$ cat src/rtl/som_pkg.sv
`default_nettype none

package som_pkg;

  localparam int unsigned PixW      = 16;
  localparam int unsigned GainW     = 32;
  localparam int unsigned CapW      = 6;
  localparam int unsigned CmpW      = CapW + 1;
  localparam int unsigned FracW     = 8;
  localparam int unsigned NumW      = GainW + PixW;
  localparam int unsigned ProdW     = 2 * PixW;
  localparam int unsigned DenW      = ProdW + FracW;
  localparam int unsigned RemW      = NumW + 1;
  localparam int unsigned QuotW     = CapW;
  localparam int unsigned StepW     = 3;
  localparam int unsigned DataW     = 32;
  localparam int unsigned AddrW     = 4;
  localparam int unsigned DefWindow = 32;

  localparam logic             RstSideLeft = 1'b0;
  localparam logic [PixW-1:0]  RstMinJump  = 16'd20;
  localparam logic [GainW-1:0] RstGain     = 32'd5120000;
  localparam logic [CapW-1:0]  RstMaxWidth = 6'd8;

  typedef enum logic [1:0] {
    RegSideLeft,
    RegMinJump,
    RegGain,
    RegMaxWidth
  } reg_idx_e;

  typedef struct packed {
    logic             side_left;
    logic [PixW-1:0]  min_jump_raw;
    logic [GainW-1:0] occlusion_gain;
    logic [CapW-1:0]  max_width;
  } cfg_t;

endpackage

`default_nettype wire

$ cat src/rtl/stereo_occlusion_masker_unit.sv
// Stereo occlusion masker. Raw 16-bit depth pixels enter in row order on the s_axis
// side (tlast marks the last pixel of a row) and leave delayed through a window of up
// to max_width pixels (clamped to 1..WINDOW) on the m_axis side, zeroed where they fall
// in the occluded band beside a depth edge; m_axis_tlast marks the last pixel of a row
// and m_axis_tuser the last pixel released by a given input pixel, and an input may
// release none. One pixel is handled at a time: s_axis_tready is high only between
// pixels. When an edge is found, the occlusion width is worked out by a single 49-bit
// compare-subtract unit, one quotient bit per cycle, stopping early when the width
// saturates; each released pixel is held until the sink takes it. The window is a
// RAM of WINDOW entries written once per pixel and read once per released pixel.
// Registers sit on the APB port at byte addresses 0 (side_left), 4 (min_jump_raw),
// 8 (occlusion_gain, 8 fraction bits) and 12 (max_width); write them only while idle.
`default_nettype none

module stereo_occlusion_masker_unit
  import som_pkg::*;
#(
  parameter int unsigned WINDOW = DefWindow
) (
  input  wire logic             clk_i,
  input  wire logic             rst_ni,
  // APB configuration
  input  wire logic             psel,
  input  wire logic             penable,
  input  wire logic             pwrite,
  input  wire logic [AddrW-1:0] paddr,
  input  wire logic [DataW-1:0] pwdata,
  output logic      [DataW-1:0] prdata,
  output logic                  pready,
  // input pixels
  input  wire logic             s_axis_tvalid,
  output logic                  s_axis_tready,
  input  wire logic [PixW-1:0]  s_axis_tdata,   // [15:0] depth_in
  input  wire logic             s_axis_tlast,   // row_end
  // output pixels
  output logic                  m_axis_tvalid,
  input  wire logic             m_axis_tready,
  output logic      [PixW-1:0]  m_axis_tdata,   // [15:0] depth_out
  output logic                  m_axis_tlast,   // out_row_end
  output logic                  m_axis_tuser    // [0] burst_last
);

  localparam int unsigned IdxW  = $clog2(WINDOW);
  localparam int unsigned FillW = $clog2(WINDOW + 1);

  typedef enum logic [2:0] {
    SIdle,
    SEval,
    SWait,
    SMark,
    SPush,
    SRead,
    SLoad,
    SOut
  } state_e;

  cfg_t             cfg;
  state_e           state_q, state_d;
  logic [PixW-1:0]  cur_q, cur_d;
  logic             rowend_q, rowend_d;
  logic [PixW-1:0]  prev_q, prev_d;
  logic             started_q, started_d;
  logic [CapW-1:0]  w_q, w_d;
  logic [CapW-1:0]  fwd_q, fwd_d;
  logic [FillW-1:0] fill_q, fill_d;
  logic [IdxW-1:0]  head_q, head_d;
  logic [WINDOW-1:0] marks_q, marks_d;
  logic             curmark_q, curmark_d;
  logic             pend_q, pend_d;
  logic             last_q, last_d;
  logic             tvalid_q, tvalid_d;
  logic [PixW-1:0]  tdata_q, tdata_d;
  logic             tlast_q, tlast_d;
  logic             tuser_q, tuser_d;

  logic [CapW-1:0]  cap;
  logic [PixW-1:0]  far, near;
  logic             edge_hit;
  logic             div_start, div_done;
  logic [CapW-1:0]  div_width;
  logic [IdxW-1:0]  tail;
  logic [CmpW-1:0]  tail_sum;
  logic             ram_we, ram_re;
  logic [PixW-1:0]  ram_rdata;

  som_cfg u_cfg (
    .clk_i     (clk_i),
    .rst_ni    (rst_ni),
    .psel_i    (psel),
    .penable_i (penable),
    .pwrite_i  (pwrite),
    .paddr_i   (paddr),
    .pwdata_i  (pwdata),
    .prdata_o  (prdata),
    .pready_o  (pready),
    .cfg_o     (cfg)
  );

  always_comb begin
    if (cfg.max_width == '0) begin
      cap = CapW'(1);
    end else if (cfg.max_width > CapW'(WINDOW)) begin
      cap = CapW'(WINDOW);
    end else begin
      cap = cfg.max_width;
    end
  end

  assign far  = cfg.side_left ? prev_q : cur_q;
  assign near = cfg.side_left ? cur_q : prev_q;
  assign edge_hit = started_q && (prev_q != '0) && (cur_q != '0) && (far >= near) &&
                    ((far - near) >= cfg.min_jump_raw);
  assign div_start = (state_q == SEval) && edge_hit;

  som_div u_div (
    .clk_i   (clk_i),
    .rst_ni  (rst_ni),
    .start_i (div_start),
    .far_i   (far),
    .near_i  (near),
    .gain_i  (cfg.occlusion_gain),
    .cap_i   (cap),
    .done_o  (div_done),
    .width_o (div_width)
  );

  always_comb begin
    tail_sum = CmpW'(head_q) + CmpW'(fill_q);
    if (tail_sum >= CmpW'(WINDOW)) begin
      tail_sum = tail_sum - CmpW'(WINDOW);
    end
  end
  assign tail = tail_sum[IdxW-1:0];

  assign ram_we = (state_q == SPush);
  assign ram_re = (state_q == SRead);

  som_ram #(
    .Width (PixW),
    .Depth (WINDOW)
  ) u_ram (
    .clk_i   (clk_i),
    .we_i    (ram_we),
    .waddr_i (tail),
    .wdata_i (cur_q),
    .re_i    (ram_re),
    .raddr_i (head_q),
    .rdata_o (ram_rdata)
  );

  assign s_axis_tready = (state_q == SIdle);
  assign m_axis_tvalid = tvalid_q;
  assign m_axis_tdata  = tdata_q;
  assign m_axis_tlast  = tlast_q;
  assign m_axis_tuser  = tuser_q;

  always_comb begin
    logic [CmpW-1:0] lpos;
    logic [CmpW-1:0] lo;
    logic [CmpW-1:0] run;
    logic            cur_mark;
    logic [CapW-1:0] fwd_dec;
    logic [FillW-1:0] fill_new;

    state_d   = state_q;
    cur_d     = cur_q;
    rowend_d  = rowend_q;
    prev_d    = prev_q;
    started_d = started_q;
    w_d       = w_q;
    fwd_d     = fwd_q;
    fill_d    = fill_q;
    head_d    = head_q;
    marks_d   = marks_q;
    curmark_d = curmark_q;
    pend_d    = pend_q;
    last_d    = last_q;
    tvalid_d  = tvalid_q;
    tdata_d   = tdata_q;
    tlast_d   = tlast_q;
    tuser_d   = tuser_q;

    run      = (CmpW'(w_q) < CmpW'(fill_q)) ? CmpW'(w_q) : CmpW'(fill_q);
    lo       = CmpW'(fill_q) - run;
    cur_mark = (fwd_q != '0);
    fwd_dec  = (fwd_q != '0) ? fwd_q - CapW'(1) : fwd_q;
    fill_new = fill_q + FillW'(1);
    lpos     = '0;

    unique case (state_q)
      SIdle: begin
        if (s_axis_tvalid) begin
          cur_d    = s_axis_tdata;
          rowend_d = s_axis_tlast;
          state_d  = SEval;
        end
      end
      SEval: begin
        w_d     = '0;
        state_d = edge_hit ? SWait : SMark;
      end
      SWait: begin
        if (div_done) begin
          w_d     = div_width;
          state_d = SMark;
        end
      end
      SMark: begin
        // left mode: mark the newest w held pixels, never more than the window holds
        if (cfg.side_left && w_q != '0) begin
          for (int p = 0; p < WINDOW; p++) begin
            if (CmpW'(p) >= CmpW'(head_q)) begin
              lpos = CmpW'(p) - CmpW'(head_q);
            end else begin
              lpos = CmpW'(p) + CmpW'(WINDOW) - CmpW'(head_q);
            end
            if (lpos < CmpW'(fill_q) && lpos >= lo) begin
              marks_d[p] = 1'b1;
            end
          end
        end
        // right mode: mark this pixel and carry the rest of the run forward
        if (!cfg.side_left && w_q != '0) begin
          cur_mark = 1'b1;
          if ((w_q - CapW'(1)) > fwd_dec) begin
            fwd_dec = w_q - CapW'(1);
          end
        end
        curmark_d = cur_mark;
        if (rowend_q) begin
          prev_d    = '0;
          started_d = 1'b0;
          fwd_d     = '0;
        end else begin
          prev_d    = cur_q;
          started_d = 1'b1;
          fwd_d     = fwd_dec;
        end
        // release down to one below the cap before making room for this pixel
        if (CmpW'(fill_q) >= CmpW'(cap)) begin
          pend_d  = 1'b1;
          state_d = SRead;
        end else begin
          state_d = SPush;
        end
      end
      SPush: begin
        marks_d[tail] = curmark_q;
        fill_d        = fill_new;
        pend_d        = 1'b0;
        state_d       = rowend_q ? SRead : SIdle;
      end
      SRead: state_d = SLoad;
      SLoad: begin
        tdata_d  = marks_q[head_q] ? '0 : ram_rdata;
        if (pend_q) begin
          last_d  = (CmpW'(fill_q) == CmpW'(cap));
          tlast_d = 1'b0;
          tuser_d = last_d && !rowend_q;
        end else begin
          last_d  = (fill_q == FillW'(1));
          tlast_d = last_d;
          tuser_d = last_d;
        end
        tvalid_d = 1'b1;
        fill_d   = fill_q - FillW'(1);
        head_d   = (head_q == IdxW'(WINDOW - 1)) ? '0 : head_q + IdxW'(1);
        state_d  = SOut;
      end
      SOut: begin
        // hold the request until the sink takes it
        if (m_axis_tready) begin
          tvalid_d = 1'b0;
          if (!last_q) begin
            state_d = SRead;
          end else if (pend_q) begin
            state_d = SPush;
          end else begin
            state_d = SIdle;
          end
        end
      end
      default: state_d = SIdle;
    endcase
  end

  always_ff @(posedge clk_i or negedge rst_ni) begin
    if (!rst_ni) begin
      state_q   <= SIdle;
      cur_q     <= '0;
      rowend_q  <= 1'b0;
      prev_q    <= '0;
      started_q <= 1'b0;
      w_q       <= '0;
      fwd_q     <= '0;
      fill_q    <= '0;
      head_q    <= '0;
      marks_q   <= '0;
      curmark_q <= 1'b0;
      pend_q    <= 1'b0;
      last_q    <= 1'b0;
      tvalid_q  <= 1'b0;
      tdata_q   <= '0;
      tlast_q   <= 1'b0;
      tuser_q   <= 1'b0;
    end else begin
      state_q   <= state_d;
      cur_q     <= cur_d;
      rowend_q  <= rowend_d;
      prev_q    <= prev_d;
      started_q <= started_d;
      w_q       <= w_d;
      fwd_q     <= fwd_d;
      fill_q    <= fill_d;
      head_q    <= head_d;
      marks_q   <= marks_d;
      curmark_q <= curmark_d;
      pend_q    <= pend_d;
      last_q    <= last_d;
      tvalid_q  <= tvalid_d;
      tdata_q   <= tdata_d;
      tlast_q   <= tlast_d;
      tuser_q   <= tuser_d;
    end
  end

endmodule

`default_nettype wire

$ cat src/rtl/som_ram.sv
`default_nettype none

module som_ram #(
  parameter int unsigned Width = 16,
  parameter int unsigned Depth = 32
) (
  input  wire logic                     clk_i,
  input  wire logic                     we_i,
  input  wire logic [$clog2(Depth)-1:0] waddr_i,
  input  wire logic [Width-1:0]         wdata_i,
  input  wire logic                     re_i,
  input  wire logic [$clog2(Depth)-1:0] raddr_i,
  output logic      [Width-1:0]         rdata_o
);

  logic [Width-1:0] mem_q [Depth];

  always_ff @(posedge clk_i) begin
    if (we_i) begin
      mem_q[waddr_i] <= wdata_i;
    end
    if (re_i) begin
      rdata_o <= mem_q[raddr_i];
    end
  end

endmodule

`default_nettype wire

$ cat src/rtl/som_cfg.sv
`default_nettype none

module som_cfg
  import som_pkg::*;
(
  input  wire logic             clk_i,
  input  wire logic             rst_ni,
  input  wire logic             psel_i,
  input  wire logic             penable_i,
  input  wire logic             pwrite_i,
  input  wire logic [AddrW-1:0] paddr_i,
  input  wire logic [DataW-1:0] pwdata_i,
  output logic      [DataW-1:0] prdata_o,
  output logic                  pready_o,
  output cfg_t                  cfg_o
);

  cfg_t     cfg_q, cfg_d;
  reg_idx_e idx;
  logic     wr;

  assign idx      = reg_idx_e'(paddr_i[AddrW-1:2]);
  assign wr       = psel_i & penable_i & pwrite_i & pready_o;
  assign pready_o = 1'b1;
  assign cfg_o    = cfg_q;

  always_comb begin
    cfg_d = cfg_q;
    if (wr) begin
      unique case (idx)
        RegSideLeft: cfg_d.side_left      = pwdata_i[0];
        RegMinJump:  cfg_d.min_jump_raw   = pwdata_i[PixW-1:0];
        RegGain:     cfg_d.occlusion_gain = pwdata_i[GainW-1:0];
        RegMaxWidth: cfg_d.max_width      = pwdata_i[CapW-1:0];
        default:     cfg_d = cfg_q;
      endcase
    end
  end

  always_comb begin
    unique case (idx)
      RegSideLeft: prdata_o = DataW'(cfg_q.side_left);
      RegMinJump:  prdata_o = DataW'(cfg_q.min_jump_raw);
      RegGain:     prdata_o = DataW'(cfg_q.occlusion_gain);
      RegMaxWidth: prdata_o = DataW'(cfg_q.max_width);
      default:     prdata_o = '0;
    endcase
  end

  always_ff @(posedge clk_i or negedge rst_ni) begin
    if (!rst_ni) begin
      cfg_q.side_left      <= RstSideLeft;
      cfg_q.min_jump_raw   <= RstMinJump;
      cfg_q.occlusion_gain <= RstGain;
      cfg_q.max_width      <= RstMaxWidth;
    end else begin
      cfg_q <= cfg_d;
    end
  end

endmodule

`default_nettype wire

$ cat src/rtl/som_div.sv
`default_nettype none

// Occlusion width: min(ceil(gain * (far - near) / ((near * far) << 8)), cap).
// One compare-subtract per cycle: a saturation check at bit QuotW, then quotient bits QuotW-1 down to 0.
module som_div
  import som_pkg::*;
(
  input  wire logic             clk_i,
  input  wire logic             rst_ni,
  input  wire logic             start_i,
  input  wire logic [PixW-1:0]  far_i,
  input  wire logic [PixW-1:0]  near_i,
  input  wire logic [GainW-1:0] gain_i,
  input  wire logic [CapW-1:0]  cap_i,
  output logic                  done_o,
  output logic [CapW-1:0]       width_o
);

  typedef enum logic [2:0] {
    DIdle,
    DAdd,
    DIter,
    DDone
  } dstate_e;

  dstate_e           state_q, state_d;
  logic [NumW-1:0]   num_q, num_d;
  logic [ProdW-1:0]  den_q, den_d;
  logic [RemW-1:0]   rem_q, rem_d;
  logic [DenW-1:0]   dvs_q, dvs_d;
  logic [StepW-1:0]  k_q, k_d;
  logic [QuotW-1:0]  q_q, q_d;
  logic              sat_q, sat_d;
  logic [PixW-1:0]   diff;
  logic [RemW-1:0]   trial;
  logic              ge;

  assign diff  = far_i - near_i;
  assign trial = RemW'(dvs_q) << k_q;
  assign ge    = rem_q >= trial;

  assign done_o  = (state_q == DDone);
  assign width_o = (sat_q || q_q > cap_i) ? cap_i : q_q;

  always_comb begin
    state_d = state_q;
    num_d   = num_q;
    den_d   = den_q;
    rem_d   = rem_q;
    dvs_d   = dvs_q;
    k_d     = k_q;
    q_d     = q_q;
    sat_d   = sat_q;
    unique case (state_q)
      DIdle: begin
        if (start_i) begin
          num_d   = NumW'(gain_i) * NumW'(diff);
          den_d   = ProdW'(near_i) * ProdW'(far_i);
          state_d = DAdd;
        end
      end
      DAdd: begin
        // bias by divisor - 1 so that the floor quotient is the ceiling
        dvs_d   = {den_q, FracW'(0)};
        rem_d   = RemW'(num_q) + RemW'({den_q, FracW'(0)}) - RemW'(1);
        k_d     = StepW'(QuotW);
        q_d     = '0;
        sat_d   = 1'b0;
        state_d = DIter;
      end
      DIter: begin
        if (k_q == StepW'(QuotW)) begin
          // quotient beyond every legal cap: saturate
          if (ge) begin
            sat_d   = 1'b1;
            state_d = DDone;
          end else begin
            k_d = k_q - StepW'(1);
          end
        end else begin
          if (ge) begin
            rem_d = rem_q - trial;
            q_d   = q_q | (QuotW'(1) << k_q);
          end
          if (k_q == '0) begin
            state_d = DDone;
          end else begin
            k_d = k_q - StepW'(1);
          end
        end
      end
      DDone: state_d = DIdle;
      default: state_d = DIdle;
    endcase
  end

  always_ff @(posedge clk_i or negedge rst_ni) begin
    if (!rst_ni) begin
      state_q <= DIdle;
      num_q   <= '0;
      den_q   <= '0;
      rem_q   <= '0;
      dvs_q   <= '0;
      k_q     <= '0;
      q_q     <= '0;
      sat_q   <= 1'b0;
    end else begin
      state_q <= state_d;
      num_q   <= num_d;
      den_q   <= den_d;
      rem_q   <= rem_d;
      dvs_q   <= dvs_d;
      k_q     <= k_d;
      q_q     <= q_d;
      sat_q   <= sat_d;
    end
  end

endmodule

`default_nettype wire
$ cat config.mk
export PLATFORM = sky130hd
export DESIGN_NAME = stereo_occlusion_masker_unit
export DESIGN_NICKNAME = d
export VERILOG_FILES = /design/src/rtl/som_pkg.sv /design/src/rtl/stereo_occlusion_masker_unit.sv /design/src/rtl/som_ram.sv /design/src/rtl/som_cfg.sv /design/src/rtl/som_div.sv
export SDC_FILE = /design/constraint.sdc
export NUM_CORES = 2
export LEC_CHECK = 0
export BUFFER_PORTS_ARGS = -buffer_cell sky130_fd_sc_hd__buf_2
export CAP_MARGIN = 20
export CORE_MARGIN = 2
export CORE_UTILIZATION = 50
export CTS_CLUSTER_DIAMETER = 120
export CTS_CLUSTER_SIZE = 20
export DETAILED_ROUTE_END_ITERATION = 6
export HOLD_SLACK_MARGIN = 0.08
export PLACE_DENSITY = 0.68
export SLEW_MARGIN = 30
export SYNTH_ARGS = -nofsm -noshare
export SYNTH_HDL_FRONTEND = slang
export SYNTH_SLANG_ARGS = --single-unit
$ cat constraint.sdc
create_clock -name clk_i -period 10.35 [get_ports clk_i]
set_input_delay 1.035 -clock clk_i [delete_from_list [all_inputs] [get_ports clk_i]]
set_output_delay 1.035 -clock clk_i [all_outputs]
set_load 0.005 [all_outputs]
==> impl_metrics.ini <==
[cells_and_area]
final_util = 0.5373
fin_nets = 8298
fillers = 12650
area_growth_pct = 6.626
final_layout_size_suffix_gt1_frac = 0.1056

[grt]
overflow = 0
grt_pass1_vias = 52520
grt_antenna_before_repair = 8
grt_pass1_wl_um = 301100
grt_max_degree = 142
grt_usage = 0.2562

[yosys]
synthFlopType = edfxtp_1
synth-adder-area-share = 0.2896
synth_cell_types = 89
synth_top_family_by_area = adder cells
synth_enable_flop_cells = 528
synthArstFlopShare = 0.3875
synth_xor_area_frac = 0.02182
syn_inst = 6892
synthMuxAreaShare = 0.08916
synth_simple_gate_area_frac = 0.1023
ys_warn_count = 0
syn_avg_cell_area_um2 = 10.66
synth_seq_cells = 862
yosysSeqAreaShare = 0.3298
synth-compound-area-share = 0.09798
syn_area_um2 = 73440

[clock_tree]
cts_root_buf = clkbuf_16
clkLatencyLatePin_ns = 0.69
cts_made_buffers = 51
cts_tree = yes
clk_path_buf_depth = 3
holdBufCountCts = 0
clkSinkCount = 862
path_clk_slew_ns = 0.09
cts-htree-levels = 2

[die]
rows = 140
ios = 113
die_h_um = 387.2
start_util = 0.5039
die_area_um2 = 150000
core_area_um2 = 145700
die_x_um = 387.2

[route]
via_per_inst = 5.764
drtIter0Drc = 3926
drtAntennaViolNets = 0
vias = 51110
drc = 0
dr.pass1.iters = 5
wire_per_inst_um = 21.61
wl_um = 191600

[worst_hold_path]
hold_class = primary input to async pin

[critical_path]
slowest_stage = fa_1
worst-path-max-fanout = 10
crit_type = flip-flop to flip-flop
cp.required_ns = 10.87
end_kind = flip-flop
crit_arrival_ns = 10.28
slowest_delay_ns = 0.57
startpoint_type = flip-flop
cpMostUsedCell = fa_1

[job]
maxCapViolCount = 0

[timing]
tightest_slew_ns = 1.070
slew_headroom = 0.2841
drv_slew = 0
setup-violations-final = 0
finalHoldViolCount = 0
period_share = 0.9427
skew_ns = 0.05043
clock.fmax_mhz = 102.5
tns_ns = 0
fin_crit_ns = 9.757

[placement]
place_hpwl_um = 142300
place.gp.congestion = 0.9156
port-buffer-count = 109

[run_status]
outcome = finished clean
-- layer usage --
metal / GRT usage / wire [µm]
met1: 0.3325 / 77030
met2: 0.4392 / 94370
met3: 0.03697 / 12560
met4: 0.08920 / 7588
met5: 0 / 40
-- final cells by class --
cell class	instances	area (µm²)	area share
clock buffers	83	1396	0.01783
repair buffers	252	1672	0.02135
flip-flops and latches	862	24240	0.3096
multi-input cells	4691	44480	0.5680
well taps	1917	2399	0.03063
clock inverters	10	170.2	0.002173
diodes	2	5.005	0.00006391
inverters	1050	3941	0.05033
-- synth_stat cells (11+ instances only) --
cell | count | area, µm²
and2_1 | 199 | 1245
o211ai_1 | 20 | 150.1
a22o_1 | 33 | 289.0
a2111oi_0 | 15 | 131.4
clkbuf_1 | 235 | 882.1
buf_1 | 42 | 157.7
a211o_1 | 12 | 105.1
dfrtp_1 | 326 | 8158
buf_2 | 14 | 70.07
nand2_1 | 854 | 3206
nor4_1 | 15 | 93.84
o22ai_1 | 15 | 93.84
o21bai_1 | 30 | 225.2
xor2_1 | 68 | 595.6
nand4_1 | 34 | 212.7
nand2b_1 | 60 | 375.4
o31ai_1 | 16 | 120.1
mux2i_1 | 77 | 770.7
a21o_1 | 190 | 1426
nor3_1 | 35 | 175.2
a211oi_1 | 29 | 217.7
mux2_2 | 123 | 1385
or3_1 | 11 | 68.82
xnor2_1 | 115 | 1007
and3_1 | 24 | 150.1
o41ai_1 | 19 | 166.4
a21oi_1 | 305 | 1526
clkinv_1 | 11 | 41.29
nor2b_1 | 70 | 437.9
a31oi_1 | 24 | 150.1
ha_1 | 714 | 8934
nor2_1 | 262 | 983.4
o21ai_0 | 270 | 1351
mux4_2 | 195 | 4392
o21a_1 | 36 | 270.3
edfxtp_1 | 528 | 15860
inv_1 | 1038 | 3896
fa_1 | 616 | 12330
nand3_1 | 59 | 295.3
a21boi_0 | 27 | 202.7
-- cells by family after synthesis --
group           Yosys count
flops                   862
fa+ha+maj              1330
xor+xnor                183
compound gates         1118
mux                     395
other cells               2
simple gates           1658
buf+inv                1344
-- per-stage QoR --
step                worst slack, ns  hold WS [ns]  cell area (µm²)  cells
finish                       0.5931        0.3933            78310   8867
global route               -0.01109        0.4352            78300   8866
CTS                          0.1778        0.4048            78220   8863
detailed placement          0.04117        0.4519            76640   8770
global placement             0.2020        0.4462            76560   8770
floorplan                    0.2734        0.4428            73460   6897
-- state kept, by name, summed over array words and instances (netlist names), 3 cells and up --
signal	count
prev_q	16
u_div.dvs_q	32
head_q	5
u_cfg.cfg_o	55
u_div.rem_q	41
m_axis_tdata	16
fill_q	6
cur_q	16
u_ram.mem_q	512
w_q	6
u_ram.rdata_o	16
fwd_q	6
u_div.num_q	48
u_div.k_q	3
u_div.q_q	6
u_div.den_q	32
state_q	3
marks_q	32
-- worst paths after layout --
| kind | depth (start not counted) | end | slack [ns] | start |
|---|---|---|---|---|
| setup / recovery | 36 | u_div.num_q[27] | 0.59 | u_cfg.cfg_o[54] |
| hold / removal | 1 | m_axis_tdata[12] | 0.39 | rst_ni |
| setup reg to reg | 36 | u_div.num_q[27] | 0.59 | u_cfg.cfg_o[54] |
| hold reg to reg | 1 | m_axis_tdata[11] | 0.44 | u_ram.rdata_o[11] |
| max in group asynchronous | 2 | u_cfg.cfg_o[26] | 8.50 | rst_ni |
| min in group clk_i | 1 | m_axis_tdata[11] | 0.44 | u_ram.rdata_o[11] |
-- placed cells by master, fill, tap and decap left out, types with 20 or more instances in the layout --
cell type  count
nand3_1       58
a22o_1        33
a31oi_1       24
a211oi_1      28
a21oi_1      305
mux2i_1       77
and3_1        24
o21a_1        36
nand2_1      854
a21boi_0      24
edfxtp_1     528
inv_1       1035
o211ai_1      20
dfrtp_1      319
mux4_2       195
nand2b_1      60
buf_2        108
xnor2_1      104
buf_4        135
nor2b_1       69
nor2_1       230
fa_1         616
mux2_2       123
clkbuf_16     51
a21o_1       190
and2_1       198
nor3_1        34
o21bai_1      30
o21ai_0      269
xor2_1        67
clkbuf_1      32
ha_1         713
nand4_1       34
-- timing repair --
item,CTS,global route
setup buffers,0,2
setup endpoints to repair,2,22
gates resized for setup,1,14
-- worst max-delay path, delay by kind of cell, from the launching register on --
| kind | cells | cell delay (ns) |
|---|---|---|
| AOI/OAI and AO/OA | 15 | 3.20 |
| xor gates and xnor gates | 1 | 0.48 |
| adders and majority gates | 8 | 3.55 |
| buffers and inverters | 7 | 0.68 |
| DFF | 1 | 0.55 |
| muxes | 1 | 0.27 |
| and+or+nand+nor | 4 | 0.87 |
Power is left out: the tool's default activity adds up to more than one toggle a clock period on the data nets, which glitch-free logic cannot reach.
